### src/rtl/mfep_pkg.sv
// ---------------------------------------------------------------------------
// MIDI file event parser package
// Record kinds, error codes, parse phases and small decode helpers.
// ---------------------------------------------------------------------------
package mfep_pkg;

  localparam logic [3:0] KIND_FORMAT  = 4'd0;
  localparam logic [3:0] KIND_NTRK    = 4'd1;
  localparam logic [3:0] KIND_DIV     = 4'd2;
  localparam logic [3:0] KIND_CHAN    = 4'd3;
  localparam logic [3:0] KIND_META    = 4'd4;
  localparam logic [3:0] KIND_SYSEX   = 4'd5;
  localparam logic [3:0] KIND_PAYLOAD = 4'd6;
  localparam logic [3:0] KIND_EOT     = 4'd7;
  localparam logic [3:0] KIND_WARN    = 4'd8;
  localparam logic [3:0] KIND_FATAL   = 4'd9;

  localparam logic [3:0] ERR_NONE     = 4'd0;
  localparam logic [3:0] ERR_TAG      = 4'd1;
  localparam logic [3:0] ERR_HLEN     = 4'd2;
  localparam logic [3:0] ERR_FORMAT   = 4'd3;
  localparam logic [3:0] ERR_ODD_DIV  = 4'd4;
  localparam logic [3:0] ERR_SMPTE    = 4'd5;
  localparam logic [3:0] ERR_META_LEN = 4'd6;
  localparam logic [3:0] ERR_META_TYP = 4'd7;
  localparam logic [3:0] ERR_STATUS   = 4'd8;
  localparam logic [3:0] ERR_VLQ      = 4'd9;

  localparam logic [7:0] META_EOT = 8'h2F;

  localparam logic [7:0] STATUS_SYSEX  = 8'hF0;
  localparam logic [7:0] STATUS_ESCAPE = 8'hF7;
  localparam logic [7:0] STATUS_META   = 8'hFF;

  typedef enum logic [17:0] {
    PH_HTAG    = 18'h00001,
    PH_HLEN    = 18'h00002,
    PH_FMT     = 18'h00004,
    PH_NTRK    = 18'h00008,
    PH_DIV     = 18'h00010,
    PH_TTAG    = 18'h00020,
    PH_TLEN    = 18'h00040,
    PH_DELTA   = 18'h00080,
    PH_STATUS  = 18'h00100,
    PH_CHDATA  = 18'h00200,
    PH_SYSLEN  = 18'h00400,
    PH_MTYPE   = 18'h00800,
    PH_MVAR    = 18'h01000,
    PH_MFIXLEN = 18'h02000,
    PH_MFIX    = 18'h04000,
    PH_PAYLOAD = 18'h08000,
    PH_SKIP    = 18'h10000,
    PH_DONE    = 18'h20000
  } phase_t;

  typedef struct packed {
    logic [3:0]  record_kind;
    logic [27:0] delta_time;
    logic [7:0]  status_byte;
    logic [7:0]  meta_type;
    logic [7:0]  first_data;
    logic [7:0]  second_data;
    logic [39:0] meta_value;
    logic [15:0] header_value;
    logic [7:0]  payload_byte;
    logic        payload_last;
    logic [3:0]  error_code;
    logic        used_running_status;
  } record_t;

  // expected length byte of a fixed meta; bit 3 set when the type is not fixed
  function automatic logic [3:0] fixed_len(input logic [7:0] t);
    case (t)
      8'h20, 8'h21: fixed_len = 4'd1;
      8'h2F:        fixed_len = 4'd0;
      8'h51:        fixed_len = 4'd3;
      8'h54:        fixed_len = 4'd5;
      8'h58:        fixed_len = 4'd4;
      8'h59:        fixed_len = 4'd2;
      default:      fixed_len = 4'd8;
    endcase
  endfunction

  function automatic logic var_meta(input logic [7:0] t);
    var_meta = (t <= 8'h09) || (t == 8'h7F);
  endfunction

  function automatic logic one_data(input logic [7:0] s);
    one_data = (s[7:4] == 4'hC) || (s[7:4] == 4'hD);
  endfunction

endpackage

### src/rtl/midi_file_event_parser_top.sv
// ---------------------------------------------------------------------------
// MIDI file event parser top level
// Standard MIDI file byte stream in, decoded event records out.
// ---------------------------------------------------------------------------
// One file byte is taken per cycle when in_stall is low; each byte gives at
// most one record, which goes from the input register through the core to
// the result register, or to the skid slot when the result register cannot
// take it. A two-entry output buffer holds records while out_stall is
// high; in_stall rises only once that buffer is full. After a fatal record,
// or once the last track has ended, bytes are still taken but give no record.
module midi_file_event_parser_top #(
  parameter int MAX_QUANTITY_BYTES = 4
) (
  input  logic        clk,
  input  logic        rst,
  input  logic        in_valid,
  output logic        in_stall,
  input  logic [7:0]  file_byte,
  output logic        out_valid,
  input  logic        out_stall,
  output logic [3:0]  record_kind,
  output logic [27:0] delta_time,
  output logic [7:0]  status_byte,
  output logic [7:0]  meta_type,
  output logic [7:0]  first_data,
  output logic [7:0]  second_data,
  output logic [39:0] meta_value,
  output logic [15:0] header_value,
  output logic [7:0]  payload_byte,
  output logic        payload_last,
  output logic [3:0]  error_code,
  output logic        used_running_status
);

  logic              byte_valid;
  logic [7:0]        byte_reg;
  logic              room;
  logic              rec_valid;
  mfep_pkg::record_t rec, orec;

  // a byte in the input register moves on only when the buffer has room
  assign in_stall = byte_valid && !room;

  always_ff @(posedge clk) begin
    if (rst) begin
      byte_valid <= 1'b0;
    end else if (!in_stall) begin
      byte_valid <= in_valid;
      byte_reg   <= file_byte;
    end
  end

  mfep_core #(.MAX_QUANTITY_BYTES(MAX_QUANTITY_BYTES)) u_core (
    .clk(clk), .rst(rst), .step(byte_valid && room), .b(byte_reg),
    .rec_valid(rec_valid), .rec(rec)
  );

  mfep_outbuf u_buf (
    .clk(clk), .rst(rst), .in_valid(rec_valid), .in_rec(rec), .in_room(room),
    .out_valid(out_valid), .out_stall(out_stall), .out_rec(orec)
  );

  assign record_kind         = orec.record_kind;
  assign delta_time          = orec.delta_time;
  assign status_byte         = orec.status_byte;
  assign meta_type           = orec.meta_type;
  assign first_data          = orec.first_data;
  assign second_data         = orec.second_data;
  assign meta_value          = orec.meta_value;
  assign header_value        = orec.header_value;
  assign payload_byte        = orec.payload_byte;
  assign payload_last        = orec.payload_last;
  assign error_code          = orec.error_code;
  assign used_running_status = orec.used_running_status;

endmodule

### src/rtl/mfep_core.sv
// ---------------------------------------------------------------------------
// MIDI file event parser core
// Parse state and next-state logic; one byte consumed per strobe.
// ---------------------------------------------------------------------------
module mfep_core #(
  parameter int MAX_QUANTITY_BYTES = 4
) (
  input  logic                 clk,
  input  logic                 rst,
  input  logic                 step,
  input  logic [7:0]           b,
  output logic                 rec_valid,
  output mfep_pkg::record_t    rec
);

  mfep_pkg::phase_t phase, phase_next;
  logic [2:0]  byte_counter, byte_counter_next;
  logic [15:0] tracks_left, tracks_left_next;
  logic [7:0]  running_status, running_status_next;
  logic [27:0] delta_acc, delta_acc_next;
  logic [2:0]  quantity_bytes, quantity_bytes_next;
  logic [7:0]  cur_status, cur_status_next;
  logic [7:0]  cur_meta, cur_meta_next;
  logic [27:0] bytes_left, bytes_left_next;
  logic [39:0] value_acc, value_acc_next;
  logic [7:0]  held_byte, held_byte_next;
  logic        halted, halted_next;

  logic [2:0]  qb_inc;
  logic        vlq_more, vlq_long;
  logic [27:0] vlq_delta, vlq_val, bl_dec;
  logic [7:0]  tag_byte;
  logic [15:0] hv;
  logic [3:0]  flen;
  logic [3:0]  flen_b;

  always_comb begin
    qb_inc    = quantity_bytes + 3'd1;
    vlq_more  = b[7];
    vlq_long  = vlq_more && (qb_inc >= 3'(MAX_QUANTITY_BYTES));
    vlq_delta = {delta_acc[20:0], b[6:0]};
    vlq_val   = {value_acc[20:0], b[6:0]};
    bl_dec    = bytes_left - 28'd1;
    hv        = {held_byte, b};
    flen      = mfep_pkg::fixed_len(cur_meta);
    flen_b    = mfep_pkg::fixed_len(b);
    case (byte_counter[1:0])
      2'd0:    tag_byte = 8'h4D;
      2'd1:    tag_byte = 8'h54;
      2'd2:    tag_byte = (phase == mfep_pkg::PH_HTAG) ? 8'h68 : 8'h72;
      default: tag_byte = (phase == mfep_pkg::PH_HTAG) ? 8'h64 : 8'h6B;
    endcase
  end

  always_comb begin
    phase_next          = phase;
    byte_counter_next   = byte_counter;
    tracks_left_next    = tracks_left;
    running_status_next = running_status;
    delta_acc_next      = delta_acc;
    quantity_bytes_next = quantity_bytes;
    cur_status_next     = cur_status;
    cur_meta_next       = cur_meta;
    bytes_left_next     = bytes_left;
    value_acc_next      = value_acc;
    held_byte_next      = held_byte;
    halted_next         = halted;
    rec_valid           = 1'b0;
    rec                 = '0;
    if (step && !halted && phase != mfep_pkg::PH_DONE) begin
      case (phase)
        mfep_pkg::PH_HTAG, mfep_pkg::PH_TTAG: begin
          if (b != tag_byte) begin
            rec_valid = 1'b1; rec.record_kind = mfep_pkg::KIND_FATAL;
            rec.error_code = mfep_pkg::ERR_TAG; halted_next = 1'b1;
          end else if (byte_counter[1:0] == 2'd3) begin
            byte_counter_next = '0;
            value_acc_next = '0;
            phase_next = (phase == mfep_pkg::PH_HTAG) ? mfep_pkg::PH_HLEN
                                                      : mfep_pkg::PH_TLEN;
          end else begin
            byte_counter_next = byte_counter + 3'd1;
          end
        end
        mfep_pkg::PH_HLEN: begin
          value_acc_next = {value_acc[31:0], b};
          if (byte_counter[1:0] == 2'd3) begin
            byte_counter_next = '0;
            if ({value_acc[31:0], b} != 40'd6) begin
              rec_valid = 1'b1; rec.record_kind = mfep_pkg::KIND_FATAL;
              rec.error_code = mfep_pkg::ERR_HLEN; halted_next = 1'b1;
            end else begin
              phase_next = mfep_pkg::PH_FMT;
            end
          end else begin
            byte_counter_next = byte_counter + 3'd1;
          end
        end
        mfep_pkg::PH_FMT, mfep_pkg::PH_NTRK, mfep_pkg::PH_DIV: begin
          if (byte_counter == 3'd0) begin
            held_byte_next = b;
            byte_counter_next = 3'd1;
          end else begin
            byte_counter_next = '0;
            rec_valid = 1'b1;
            rec.header_value = hv;
            if (phase == mfep_pkg::PH_FMT) begin
              if (hv > 16'd2) begin
                rec = '0; rec.record_kind = mfep_pkg::KIND_FATAL;
                rec.error_code = mfep_pkg::ERR_FORMAT; halted_next = 1'b1;
              end else begin
                rec.record_kind = mfep_pkg::KIND_FORMAT;
                phase_next = mfep_pkg::PH_NTRK;
              end
            end else if (phase == mfep_pkg::PH_NTRK) begin
              rec.record_kind = mfep_pkg::KIND_NTRK;
              tracks_left_next = hv;
              phase_next = mfep_pkg::PH_DIV;
            end else begin
              rec.record_kind = mfep_pkg::KIND_DIV;
              if (hv[15]) begin
                rec.header_value = 16'd120;
                rec.error_code = mfep_pkg::ERR_SMPTE;
              end else if (hv != 16'd96 && hv != 16'd120 && hv != 16'd240 &&
                           hv != 16'd360 && hv != 16'd480) begin
                rec.error_code = mfep_pkg::ERR_ODD_DIV;
              end
              phase_next = (tracks_left == 16'd0) ? mfep_pkg::PH_DONE
                                                  : mfep_pkg::PH_TTAG;
            end
          end
        end
        mfep_pkg::PH_TLEN: begin
          if (byte_counter[1:0] == 2'd3) begin
            byte_counter_next = 3'd4;
            phase_next = mfep_pkg::PH_DELTA;
            delta_acc_next = '0; quantity_bytes_next = '0;
          end else begin
            byte_counter_next = byte_counter + 3'd1;
          end
        end
        mfep_pkg::PH_DELTA: begin
          delta_acc_next = vlq_delta;
          quantity_bytes_next = vlq_more ? qb_inc : 3'd0;
          if (vlq_long) begin
            rec_valid = 1'b1; rec.record_kind = mfep_pkg::KIND_FATAL;
            rec.error_code = mfep_pkg::ERR_VLQ; halted_next = 1'b1;
          end else if (!vlq_more) begin
            phase_next = mfep_pkg::PH_STATUS;
          end
        end
        mfep_pkg::PH_STATUS: begin
          if (!b[7]) begin
            if (running_status < 8'h80 || running_status > 8'hEF) begin
              rec_valid = 1'b1; rec.record_kind = mfep_pkg::KIND_FATAL;
              rec.error_code = mfep_pkg::ERR_STATUS; halted_next = 1'b1;
            end else begin
              cur_status_next = running_status;
              if (mfep_pkg::one_data(running_status)) begin
                rec_valid = 1'b1; rec.record_kind = mfep_pkg::KIND_CHAN;
                rec.delta_time = delta_acc; rec.status_byte = running_status;
                rec.first_data = b; rec.used_running_status = 1'b1;
                byte_counter_next = 3'd4;
                phase_next = mfep_pkg::PH_DELTA;
                delta_acc_next = '0; quantity_bytes_next = '0;
              end else begin
                held_byte_next = b;
                byte_counter_next = 3'd5;
                phase_next = mfep_pkg::PH_CHDATA;
              end
            end
          end else if (b <= 8'hEF) begin
            cur_status_next = b; running_status_next = b;
            byte_counter_next = '0; phase_next = mfep_pkg::PH_CHDATA;
          end else if (b == mfep_pkg::STATUS_SYSEX || b == mfep_pkg::STATUS_ESCAPE) begin
            cur_status_next = b; cur_meta_next = '0; running_status_next = '0;
            value_acc_next = '0; quantity_bytes_next = '0;
            phase_next = mfep_pkg::PH_SYSLEN;
          end else if (b == mfep_pkg::STATUS_META) begin
            cur_status_next = b; running_status_next = '0;
            phase_next = mfep_pkg::PH_MTYPE;
          end else begin
            rec_valid = 1'b1; rec.record_kind = mfep_pkg::KIND_FATAL;
            rec.error_code = mfep_pkg::ERR_STATUS; halted_next = 1'b1;
          end
        end
        mfep_pkg::PH_CHDATA: begin
          if (byte_counter[1:0] == 2'd0 && !mfep_pkg::one_data(cur_status)) begin
            held_byte_next = b;
            byte_counter_next = {byte_counter[2], 2'b01};
          end else begin
            rec_valid = 1'b1; rec.record_kind = mfep_pkg::KIND_CHAN;
            rec.delta_time = delta_acc; rec.status_byte = cur_status;
            rec.used_running_status = byte_counter[2];
            if (byte_counter[1:0] == 2'd0) begin
              rec.first_data = b;
            end else begin
              rec.first_data = held_byte; rec.second_data = b;
            end
            phase_next = mfep_pkg::PH_DELTA;
            delta_acc_next = '0; quantity_bytes_next = '0;
          end
        end
        mfep_pkg::PH_SYSLEN, mfep_pkg::PH_MVAR: begin
          value_acc_next = {12'd0, vlq_val};
          quantity_bytes_next = vlq_more ? qb_inc : 3'd0;
          if (vlq_long) begin
            rec_valid = 1'b1; rec.record_kind = mfep_pkg::KIND_FATAL;
            rec.error_code = mfep_pkg::ERR_VLQ; halted_next = 1'b1;
          end else if (!vlq_more) begin
            if (phase == mfep_pkg::PH_MVAR && !mfep_pkg::var_meta(cur_meta)) begin
              if (vlq_val == 28'd0) begin
                phase_next = mfep_pkg::PH_DELTA;
                delta_acc_next = '0;
              end else begin
                bytes_left_next = vlq_val; phase_next = mfep_pkg::PH_SKIP;
              end
            end else begin
              rec_valid = 1'b1;
              rec.record_kind = (phase == mfep_pkg::PH_SYSLEN) ?
                                mfep_pkg::KIND_SYSEX : mfep_pkg::KIND_META;
              rec.delta_time = delta_acc; rec.status_byte = cur_status;
              rec.meta_type = cur_meta; rec.meta_value = {12'd0, vlq_val};
              delta_acc_next = '0;
              if (vlq_val == 28'd0) begin
                phase_next = mfep_pkg::PH_DELTA;
              end else begin
                bytes_left_next = vlq_val; phase_next = mfep_pkg::PH_PAYLOAD;
              end
            end
          end
        end
        mfep_pkg::PH_MTYPE: begin
          cur_meta_next = b; value_acc_next = '0; quantity_bytes_next = '0;
          if (!flen_b[3]) begin
            phase_next = mfep_pkg::PH_MFIXLEN;
          end else begin
            phase_next = mfep_pkg::PH_MVAR;
            if (!mfep_pkg::var_meta(b)) begin
              rec_valid = 1'b1; rec.record_kind = mfep_pkg::KIND_WARN;
              rec.delta_time = delta_acc; rec.status_byte = mfep_pkg::STATUS_META;
              rec.meta_type = b; rec.error_code = mfep_pkg::ERR_META_TYP;
              delta_acc_next = '0;
            end
          end
        end
        mfep_pkg::PH_MFIXLEN: begin
          if (flen[3] || b != {4'd0, flen}) begin
            rec_valid = 1'b1; rec.record_kind = mfep_pkg::KIND_FATAL;
            rec.error_code = mfep_pkg::ERR_META_LEN; halted_next = 1'b1;
          end else if (flen == 4'd0) begin
            // end of track
            rec_valid = 1'b1; rec.record_kind = mfep_pkg::KIND_EOT;
            rec.delta_time = delta_acc; rec.status_byte = mfep_pkg::STATUS_META;
            rec.meta_type = mfep_pkg::META_EOT;
            tracks_left_next = tracks_left - 16'd1;
            delta_acc_next = '0; quantity_bytes_next = '0;
            byte_counter_next = '0;
            phase_next = (tracks_left == 16'd1) ? mfep_pkg::PH_DONE
                                                : mfep_pkg::PH_TTAG;
          end else begin
            bytes_left_next = {24'd0, flen};
            value_acc_next = '0; phase_next = mfep_pkg::PH_MFIX;
          end
        end
        mfep_pkg::PH_MFIX: begin
          value_acc_next = {value_acc[31:0], b};
          bytes_left_next = bl_dec;
          if (bl_dec == 28'd0) begin
            rec_valid = 1'b1; rec.record_kind = mfep_pkg::KIND_META;
            rec.delta_time = delta_acc; rec.status_byte = mfep_pkg::STATUS_META;
            rec.meta_type = cur_meta; rec.meta_value = {value_acc[31:0], b};
            phase_next = mfep_pkg::PH_DELTA;
            delta_acc_next = '0; quantity_bytes_next = '0;
          end
        end
        mfep_pkg::PH_PAYLOAD: begin
          bytes_left_next = bl_dec;
          rec_valid = 1'b1; rec.record_kind = mfep_pkg::KIND_PAYLOAD;
          rec.status_byte = cur_status; rec.meta_type = cur_meta;
          rec.payload_byte = b; rec.payload_last = (bl_dec == 28'd0);
          if (bl_dec == 28'd0) begin
            phase_next = mfep_pkg::PH_DELTA;
            delta_acc_next = '0; quantity_bytes_next = '0;
          end
        end
        mfep_pkg::PH_SKIP: begin
          bytes_left_next = bl_dec;
          if (bl_dec == 28'd0) begin
            phase_next = mfep_pkg::PH_DELTA;
            delta_acc_next = '0; quantity_bytes_next = '0;
          end
        end
        default: begin
          phase_next = phase;
        end
      endcase
    end
  end

  always_ff @(posedge clk) begin
    if (rst) begin
      phase          <= mfep_pkg::PH_HTAG;
      byte_counter   <= '0;
      tracks_left    <= '0;
      running_status <= '0;
      delta_acc      <= '0;
      quantity_bytes <= '0;
      cur_status     <= '0;
      cur_meta       <= '0;
      bytes_left     <= '0;
      value_acc      <= '0;
      held_byte      <= '0;
      halted         <= 1'b0;
    end else begin
      phase          <= phase_next;
      byte_counter   <= byte_counter_next;
      tracks_left    <= tracks_left_next;
      running_status <= running_status_next;
      delta_acc      <= delta_acc_next;
      quantity_bytes <= quantity_bytes_next;
      cur_status     <= cur_status_next;
      cur_meta       <= cur_meta_next;
      bytes_left     <= bytes_left_next;
      value_acc      <= value_acc_next;
      held_byte      <= held_byte_next;
      halted         <= halted_next;
    end
  end

endmodule

### src/rtl/mfep_outbuf.sv
// ---------------------------------------------------------------------------
// MIDI file event parser output buffer
// Result register with a skid slot; the input side waits only when both hold.
// ---------------------------------------------------------------------------
module mfep_outbuf (
  input  logic              clk,
  input  logic              rst,
  input  logic              in_valid,
  input  mfep_pkg::record_t in_rec,
  output logic              in_room,
  output logic              out_valid,
  input  logic              out_stall,
  output mfep_pkg::record_t out_rec
);

  logic              skid_valid;
  mfep_pkg::record_t skid_rec;

  // room while the skid slot is free
  assign in_room = !skid_valid;

  always_ff @(posedge clk) begin
    if (rst) begin
      out_valid  <= 1'b0;
      skid_valid <= 1'b0;
    end else if (!out_valid || !out_stall) begin
      if (skid_valid) begin
        out_rec    <= skid_rec;
        out_valid  <= 1'b1;
        skid_valid <= in_valid;
        skid_rec   <= in_rec;
      end else begin
        out_rec   <= in_rec;
        out_valid <= in_valid;
      end
    end else if (in_valid) begin
      skid_valid <= 1'b1;
      skid_rec   <= in_rec;
    end
  end

endmodule
### config.mk
export PLATFORM = sky130hd
export DESIGN_NAME = midi_file_event_parser_top
export DESIGN_NICKNAME = d
export VERILOG_FILES = /design/src/rtl/mfep_pkg.sv /design/src/rtl/midi_file_event_parser_top.sv /design/src/rtl/mfep_core.sv /design/src/rtl/mfep_outbuf.sv
export SDC_FILE = /design/constraint.sdc
export NUM_CORES = 1
export LEC_CHECK = 0
export BUFFER_PORTS_ARGS = -buffer_cell sky130_fd_sc_hd__buf_2
export CAP_MARGIN = 20
export CORE_MARGIN = 1.5
export CORE_UTILIZATION = 25
export DETAILED_ROUTE_END_ITERATION = 12
export GPL_TIMING_DRIVEN = 0
export PLACE_DENSITY = 0.44
export SYNTH_ARGS = -nofsm -noshare
export SYNTH_HDL_FRONTEND = slang
export SYNTH_SLANG_ARGS = --single-unit
### constraint.sdc
create_clock -name clk -period 11.77 [get_ports clk]
set_input_delay 1.177 -clock clk [delete_from_list [all_inputs] [get_ports clk]]
set_output_delay 1.177 -clock clk [all_outputs]
set_load 0.02 [all_outputs]
# Yosys cells after proc, flatten, opt, wreduce, memory -nomap -nowiden
# Cells that the tools add are included.
[op_classes] muxes=229 n_reduce_logical=68 order_cmp=7 bitwise=3 eq_ne=102 add_sub_neg=4
[ops] op="134-bit two-way mux" n=6
[ops] op="28-bit two-way mux" n=20
[ops] op="18-bit two-way mux" n=24
[ops] op="32-bit two-way mux" n=7
[ops] op="28-bit case mux with 8 select lines" n=1
[ops] op="18-bit case mux with 11 select lines" n=1
[ops] op="28-bit case mux with 7 select lines" n=1
[ops] op="48-bit two-way mux" n=4
[ops] op="32-bit case mux with 6 select lines" n=1
[ops] op="16-bit two-way mux" n=10
[ops] op="8-bit two-way mux" n=20
[ops] op="40-bit two-way mux" n=3
[ops] op="40-bit case mux with 3 select lines" n=1
[ops] op="47-bit two-way mux" n=2
[ops] op="4-bit two-way mux" n=23
[ops] op="44-bit two-way mux" n=2
[ops] op="28-bit case mux with 3 select lines" n=1
[ops] op="8-bit by 7-bit == test with 1-bit output (second input constant)" n=10
[ops] op="38-bit two-way mux" n=2
[ops] op="36-bit two-way mux" n=2
[ops] op="8-bit case mux with 3 select lines" n=3
[ops] op="8-bit case mux with 8 select lines" n=1
[ops] op="3-bit two-way mux" n=21
[ops] op="28-bit logical NOT" n=2
[ops] op="other kinds (93)" n=245
[word_totals] out_inout_bits=136 reg_bits=440 in_bits=12 word_cells=454

# Logic depth before layout (Yosys ltp)
# Gate-level depths: netlist of the first run.
[depth] word_depth=14 ltp_mapped=13

# Hierarchy
# A second synthesis of the first run with hierarchy kept.
[unflattened] hier_cells=2079 hier_area_um2=22432.8
[modules_own_cells] module="mfep_core" area_each_um2=12295.5 seq_area_each_um2=3223.1 cells_per_inst=1638 instances=1
[modules_own_cells] module="mfep_outbuf" area_each_um2=9841.9 seq_area_each_um2=8087.8 cells_per_inst=428 instances=1
[modules_own_cells] module="midi_file_event_parser_top" area_each_um2=295.3 seq_area_each_um2=260.2 cells_per_inst=13 instances=1

# Worst setup path after synthesis of the first run
# No wires, ideal clock.
[synth_timing] path_type="input-to-reg" start="input rst" end="register u_buf.skid_rec[0] in the netlist's numbering (enable)" arrival_ns=10.146 cell_stages=5 path_slack_ns=1.184 path_cell_list="clkbuf_1 -> clkbuf_1 -> a21oi_1 -> nand2_1 -> a21bo_2"
[synth_between] elab_chain_len=2
[synth_lines] element="from (decl)" line="midi_file_event_parser_top.sv:15" text="input logic rst,"
[synth_lines] element="1-bit inverter (no line)"
[synth_lines] element="3-bit AND reduction (no line)"
[synth_lines] element="to (signal assigned)" line="mfep_outbuf.sv:31" text="skid_rec <= in_rec;"
[synth_lines] element="to (signal assigned)" line="mfep_outbuf.sv:38" text="skid_rec <= in_rec;"
[synth_lines] element="to (decl)" line="mfep_outbuf.sv:17" text="mfep_pkg::record_t skid_rec;"
# No other way between the ends.
# A chain may end at the register's enable or synchronous reset.

# Final worst setup path of the first run
[layout_timing] start="register byte_reg[1]" end="register u_core.delta_acc[9]"
[layout_between] elab_chain_len=5
[layout_lines] element="from (decl)" line="midi_file_event_parser_top.sv:36" text="logic [7:0] byte_reg;"
[layout_lines] element="from (signal assigned)" line="midi_file_event_parser_top.sv:49" text="byte_reg <= file_byte;"
[layout_lines] element="8-bit by 6-bit == test with 1-bit output" line="mfep_pkg.sv:73" text="case (t)"
[layout_lines] element="2-bit OR reduction" line="mfep_pkg.sv:73"
[layout_lines] element="4-bit case mux with 6 select lines" line="mfep_pkg.sv:73"
[layout_lines] element="2-bit by 1-bit inequality test with 1-bit output (no line)"
[layout_lines] element="15-bit AND reduction (no line) *"
[layout_lines] element="to (signal assigned)" line="mfep_core.sv:320" text="delta_acc <= delta_acc_next;"
[layout_lines] element="to (decl)" line="mfep_core.sv:20" text="logic [27:0] delta_acc, delta_acc_next;"
# Every way passes the cells marked *; elsewhere a longest branch is shown, timed or not.

==> results of run 1 <==
-- path summary, 6_finish.rpt --
kind	end
worst max-delay path	u_core.delta_acc[9]
worst min-delay path	u_core.halted
worst max register to register	u_core.delta_acc[9]
worst min register to register	u_core.halted
-- cells by family after synthesis --
kind of cell	Yosys count	synth area share
and+or+nand+nor	743	0.186
AOI/OAI and AO/OA	629	0.208
DFF	440	0.549
buffers and inverters	192	0.0360
muxes	22	0.0109
xor gates and xnor gates	12	0.00499
adders and majority gates	9	0.00534
-- through the flow --
step                setup slack (ns)  hold WS [ns]  power, mW
floorplan                       1.18         0.442       1.80
global placement               -2.70         0.451       1.88
detailed placement              6.92         0.461       1.88
CTS                             6.84         0.475       3.54
global route                    6.35         0.501       3.61
finish                          6.66         0.474       3.50
-- where the power goes --
| group | switching (mW) | total (mW) | internal, mW |
|---|---|---|---|
| clock network | 0.663 | 1.65 | 0.991 |
| logic | 0.136 | 0.175 | 0.0391 |
| registers | 0.0104 | 1.67 | 1.66 |
| total | 0.809 | 3.50 | 2.69 |
-- synthesized netlist by cell type (53+ instances only) --
master    count
edfxtp_1    276
clkbuf_1    144
nor4_1       57
a21o_1       96
dfxtp_1     164
nor3_1       53
o21ai_0     105
nand3_1      57
nand2_1     146
a21oi_1     127
nor2_1      174
a22o_1       73
-- worst register-to-register path, cell delays in order (launching register included) --
cell	delay [ns]
edfxtp_1	0.41
clkbuf_1	0.41
clkinv_1	0.63
and4_1	0.43
a2111oi_1	0.55
a41oi_1	0.49
nor2_1	0.71
and3_1	0.32
clkbuf_1	0.32
nand2_1	0.15
clkbuf_1	0.28
a31o_2	0.32
-- layer usage --
layer | wire length [um] | global-route usage | vias up
met3 | 4830 | 0.0262 | 145
li1 | - | - | 8286
met5 | 28 | 0 | -
met2 | 36700 | 0.290 | 686
met1 | 35200 | 0.244 | 8973
met4 | 2940 | 0.0650 | 4
-- cell type report --
type	count	area [um2]
Buffer	164	654
Clock buffer	58	1300
Clock inverter	33	415
Fill cell	8710	58500
Inverter	28	105
Multi-Input combinational cell	1415	8780
Sequential cell	440	11600
Tap cell	1080	1350
Timing Repair Buffer	159	912
==> results.txt, run 1 <==
Worst Setup SP - byte_reg[1]
Post-layout util - 0.300
Share of cells above drive strength 1 - 0.131
Core ar. - 83,600 um2
Startpoint Class - flop
Worst vdd ir - 0.0830 mV
Pin count of the biggest net entering global routing - 60
DR iter-0 viols - 1,573
Row cnt - 106
Post-synth EDFFs - 276
Hold Buf Count CTS - 0
CP Cell Sequence - clkbuf_1 > clkinv_1 > and4_1 > a2111oi_1 > a41oi_1 > nor2_1 > and3_1 > clkbuf_1 > nand2_1 > clkbuf_1 > a31o_2
Post-synth top area cell - edfxtp_1
Top Ports - 148
Antenna fix cells - 0
Hold Path Cell Cnt - 1
DP HPWL - 59.0 mm
Setup Buffers After CTS - 0
Post-DP Area - 23,400 um2
DR vias - 18,100
Htree depth - 2
Final setup viols - 0
WP buf/inv - 4
Final wirelength - 79.7 mm
GPL Wtd Cong - 0.938
Final Hold Viols - 0
Crit-path most repeated cell - clkbuf_1
Vias in the first global route - 17,300
Mean post-synth cell area - 10.3 um2
Clock edge transition at the registers on the reported setup and hold paths - 0.06 ns
Crit path depth - 11
Post-Syn Area - 21,100 um2
Delay-heaviest family, CP - buffers and inverters
Yosys warning count - 0
Max-cap violations - 0
HP Start - u_core.halted
Slowest library cell on the worst path - nor2_1
RR Startpoint - byte_reg[1]
Asr flop ratio synth - 0
Post-layout nets - 2,278
Initial antenna violation count - 3
Clock Latency Late Sink - 0.60 ns
I/O Buffers - 146
DRC Markers - 0
Final min period - 5.11 ns
Vias per Instance - 5.36
Synth top area share - 0.393
Die height - 293 um
Mapped Nets - 2,068
Final worst-path cycle share - 0.434
Area contributors post-synth - edfxtp_1 39%, dfxtp_1 16%, a21o_1 3.4%
CP Data Arrival Time - 5.59 ns
Clk_skew - 0.0203 ns
Non-filler cells, final - 3,377
Clock root buffer - clkbuf_16
Worst-margin pin slew - 1.14 ns
Fmax - 196 MHz
Most used flip-flop cell after synthesis - edfxtp_1
P_leak - 9.44 nW
Clock buffer count from CTS - 49
Die Wd - 293 um
Drt first pass iters - 6
Placed Cells - 3,285
Status - completed
Gr ovfl total - 0
Setup CP Type - reg -> reg
Distinct cell type count after synthesis - 85
Starting density of the core - 0.252
Worst min path class - reg -> reg
Most frequent cells in the layout - 276 x edfxtp_1, 174 x nor2_1, 164 x dfxtp_1
Worst rel slew slack - 0.240
Setup TNS - 0 ns
Total track usage - 0.180
Sink Count - 440
Post-route cell area - 25,100 um2
Commonest non-fill, non-tap cell in the layout - edfxtp_1
Wire per inst - 23.6 um
CTS tree - yes
Worst-path maximum fanout - 10
R2R setup slack - 6.66 ns
CP Data Required Time - 12.25 ns
Die ar. - 86,000 um2
Detail Route Antenna Nets - 0
Power density cells - 139 nW/um2
Synthesis-to-layout area growth - 19.1%
Post-synthesis cell count - 2,047
Sequential share of the synthesized area - 0.549
CTS max path bufs - 3
CP max stage delay - 0.71 ns
R2R cell count - 11
Post-cts repair resize count - 0
#FFs+latches synth - 440
RSZ-0062 raised after global routing - false
First-pass GRT wire length - 116 mm
Slew Viols, Final - 0
Largest registers - u_buf.out_rec x134, u_buf.skid_rec x134, u_core.value_acc x32
CP endpoint kind - flop
Power figures use the tool's default switching activity.
==> run 2, diff against run 1 <==
--- a/config.mk
+++ b/config.mk
@@ -11,7 +11,7 @@
 export CORE_UTILIZATION = 25
 export DETAILED_ROUTE_END_ITERATION = 12
 export GPL_TIMING_DRIVEN = 0
-export PLACE_DENSITY = 0.44
+export PLACE_DENSITY = 0.45
 export SYNTH_ARGS = -nofsm -noshare
 export SYNTH_HDL_FRONTEND = slang
 export SYNTH_SLANG_ARGS = --single-unit
==> constraint.sdc (replaced) <==
create_clock -name clk -period 4.43 [get_ports clk]
set_input_delay 0.443 -clock clk [delete_from_list [all_inputs] [get_ports clk]]
set_output_delay 0.443 -clock clk [all_outputs]
set_load 0.02 [all_outputs]
==> run 2 against run 1 <==
Register-to-register slack got worse by 6.5 ns. Utilization rose by 0.40 points. Final area rose by 1.3%. Sequential power rose to 2.7 times the previous value. Total power rose to 2.6 times the previous value. Clock power rose to 2.6 times the previous value. Clock skew rose by 0.0078 ns. Global-route usage rose by 0.060 points. Critical endpoint is now u_buf.skid_rec[113]. Largest cell class unchanged. Largest power group unchanged. Highest routed layer is now met4.
==> results.txt, run 2 (synthesis gave the netlist of run 1 again) <==
Status - completed
Design Power - 9.20 mW
Detail Route Antenna Nets - 0
Htree depth - 2
CP max stage delay - 0.75 ns
Gr ovfl total - 0
Worst rel slew slack - 0.257
Pin count of the biggest net entering global routing - 61
Clock buffer count from CTS - 50
DR vias - 18,200
DP HPWL - 58.7 mm
Starting density of the core - 0.252
Power density cells - 362 nW/um2
Vias in the first global route - 17,500
Final min period - 4.25 ns
Clock root buffer - clkbuf_16
WP buf/inv - 3
Final worst-path cycle share - 0.959
CP Data Arrival Time - 4.50 ns
Initial antenna violation count - 0
Startpoint Class - flop
GPL Wtd Cong - 0.928
CTS tree - yes
Post-layout util - 0.304
Worst vdd ir - 0.239 mV
Most frequent cells in the layout - 276 x edfxtp_1, 171 x nor2_1, 164 x dfxtp_1
P_leak - 9.56 nW
Die ar. - 86,000 um2
Slowest library cell on the worst path - or4_1
CP endpoint kind - flop
Row cnt - 106
Final Hold Viols - 0
Worst-margin pin slew - 1.11 ns
Share of cells above drive strength 1 - 0.152
Setup CP Type - reg -> reg
Delay-heaviest family, CP - simple AND/OR/NAND/NOR gates
First-pass GRT wire length - 117 mm
Clk_skew - 0.0281 ns
Final wirelength - 79.9 mm
CP Data Required Time - 4.68 ns
Clock edge transition at the registers on the reported setup and hold paths - 0.06 ns
Core ar. - 83,600 um2
Fmax - 235 MHz
Top Ports - 148
Worst-path maximum fanout - 59
Drt first pass iters - 5
Synthesis-to-layout area growth - 20.7%
Largest registers - u_buf.out_rec x134, u_buf.skid_rec x134, u_core.value_acc x32
R2R setup slack - 0.18 ns
CTS max path bufs - 3
CP Cell Sequence - clkbuf_1 > or4_1 > nor4_2 > and3b_1 > clkbuf_2 > nor4_1 > nand2_1 > o21ai_1 > a41oi_2 > a21bo_4 > buf_16
Vias per Instance - 5.36
Wire per inst - 23.5 um
Setup TNS - 0 ns
Total track usage - 0.180
Post-layout nets - 2,294
Clock Latency Late Sink - 0.60 ns
Slew Viols, Final - 0
DR iter-0 viols - 1,624
Max-cap violations - 0
Worst min path class - in -> reg
Final setup viols - 0
DRC Markers - 0
Die height - 293 um
Sink Count - 440
# fillers - 8,645
Die Wd - 293 um
I/O Buffers - 146
Commonest non-fill, non-tap cell in the layout - edfxtp_1
-- run 2: cell count changes in the layout (fill, tap and decap cells not counted), moves of 4 or more --
cell,previous run,this run
buf_4,2,16
clkbuf_2,1,8
nor4_1,56,51
bufinv_16,9,5
clkbuf_16,50,54
-- run 2: final timing paths --
check,from,endpoint,cells past startpoint
max,u_core.phase[0],u_buf.skid_rec[113],11
min,file_byte[6],byte_reg[6],1
max reg2reg,u_core.phase[0],u_buf.skid_rec[113],11
min reg2reg,u_core.running_status[2],u_core.running_status[2],2
-- run 2: metrics by stage --
stage          setup slack [ns]  instances  hold WS (ns)  cell area, um2
3_3_place_gp              -1.71       3273         0.453           23200
6_report                  0.180       3396        0.0372           25400
2_1_floorplan            -0.231       2047         0.442           21100
4_1_cts                  0.0327       3384       0.00593           25200
3_5_place_dp             -0.368       3287         0.471           23400
5_1_grt                 -0.0108       3395        0.0204           25400
-- run 2: area by class of cell --
type | instances | area, um2 | share of cell area
well taps | 1080 | 1350 | 0.0531
repair buffers | 176 | 1070 | 0.0419
diodes | 1 | 2.50 | 0.0000984
multi-input cells | 1415 | 8960 | 0.352
clock inverters | 23 | 248 | 0.00974
plain buffers | 162 | 687 | 0.0270
inverters | 28 | 110 | 0.00433
flip-flops and latches | 440 | 11600 | 0.455
clock buffers | 71 | 1430 | 0.0561
-- run 2: worst register-to-register path: stages (launching register included) --
cell	delay, ns
dfxtp_1	0.31
clkbuf_1	0.25
or4_1	0.75
nor4_2	0.36
and3b_1	0.20
clkbuf_2	0.26
nor4_1	0.13
nand2_1	0.20
o21ai_1	0.32
a41oi_2	0.38
a21bo_4	0.37
buf_16	0.32
-- run 2: timing repair --
action	CTS	global route
endpoints found under the setup margin	291	308
resized for setup	16	36
buffers inserted	3	13
pin swaps	1	8
hold buffers	0	0
-- run 2: metal layers --
layer	vias to the layer above	part of all wire	global-route usage
li1	8321	-	-
met4	0	0.042	0.0788
met1	9087	0.44	0.246
met3	147	0.056	0.0246
met2	654	0.46	0.284
met5	-	0	0
-- run 2: report_power, final --
group          leakage (nW)  internal [mW]  switching, mW  total, mW
combinational          4.95          0.110          0.363      0.473
sequential             3.79           4.42         0.0281       4.44
clock                 0.823           2.54           1.75       4.29
total                  9.56           7.06           2.14       9.20
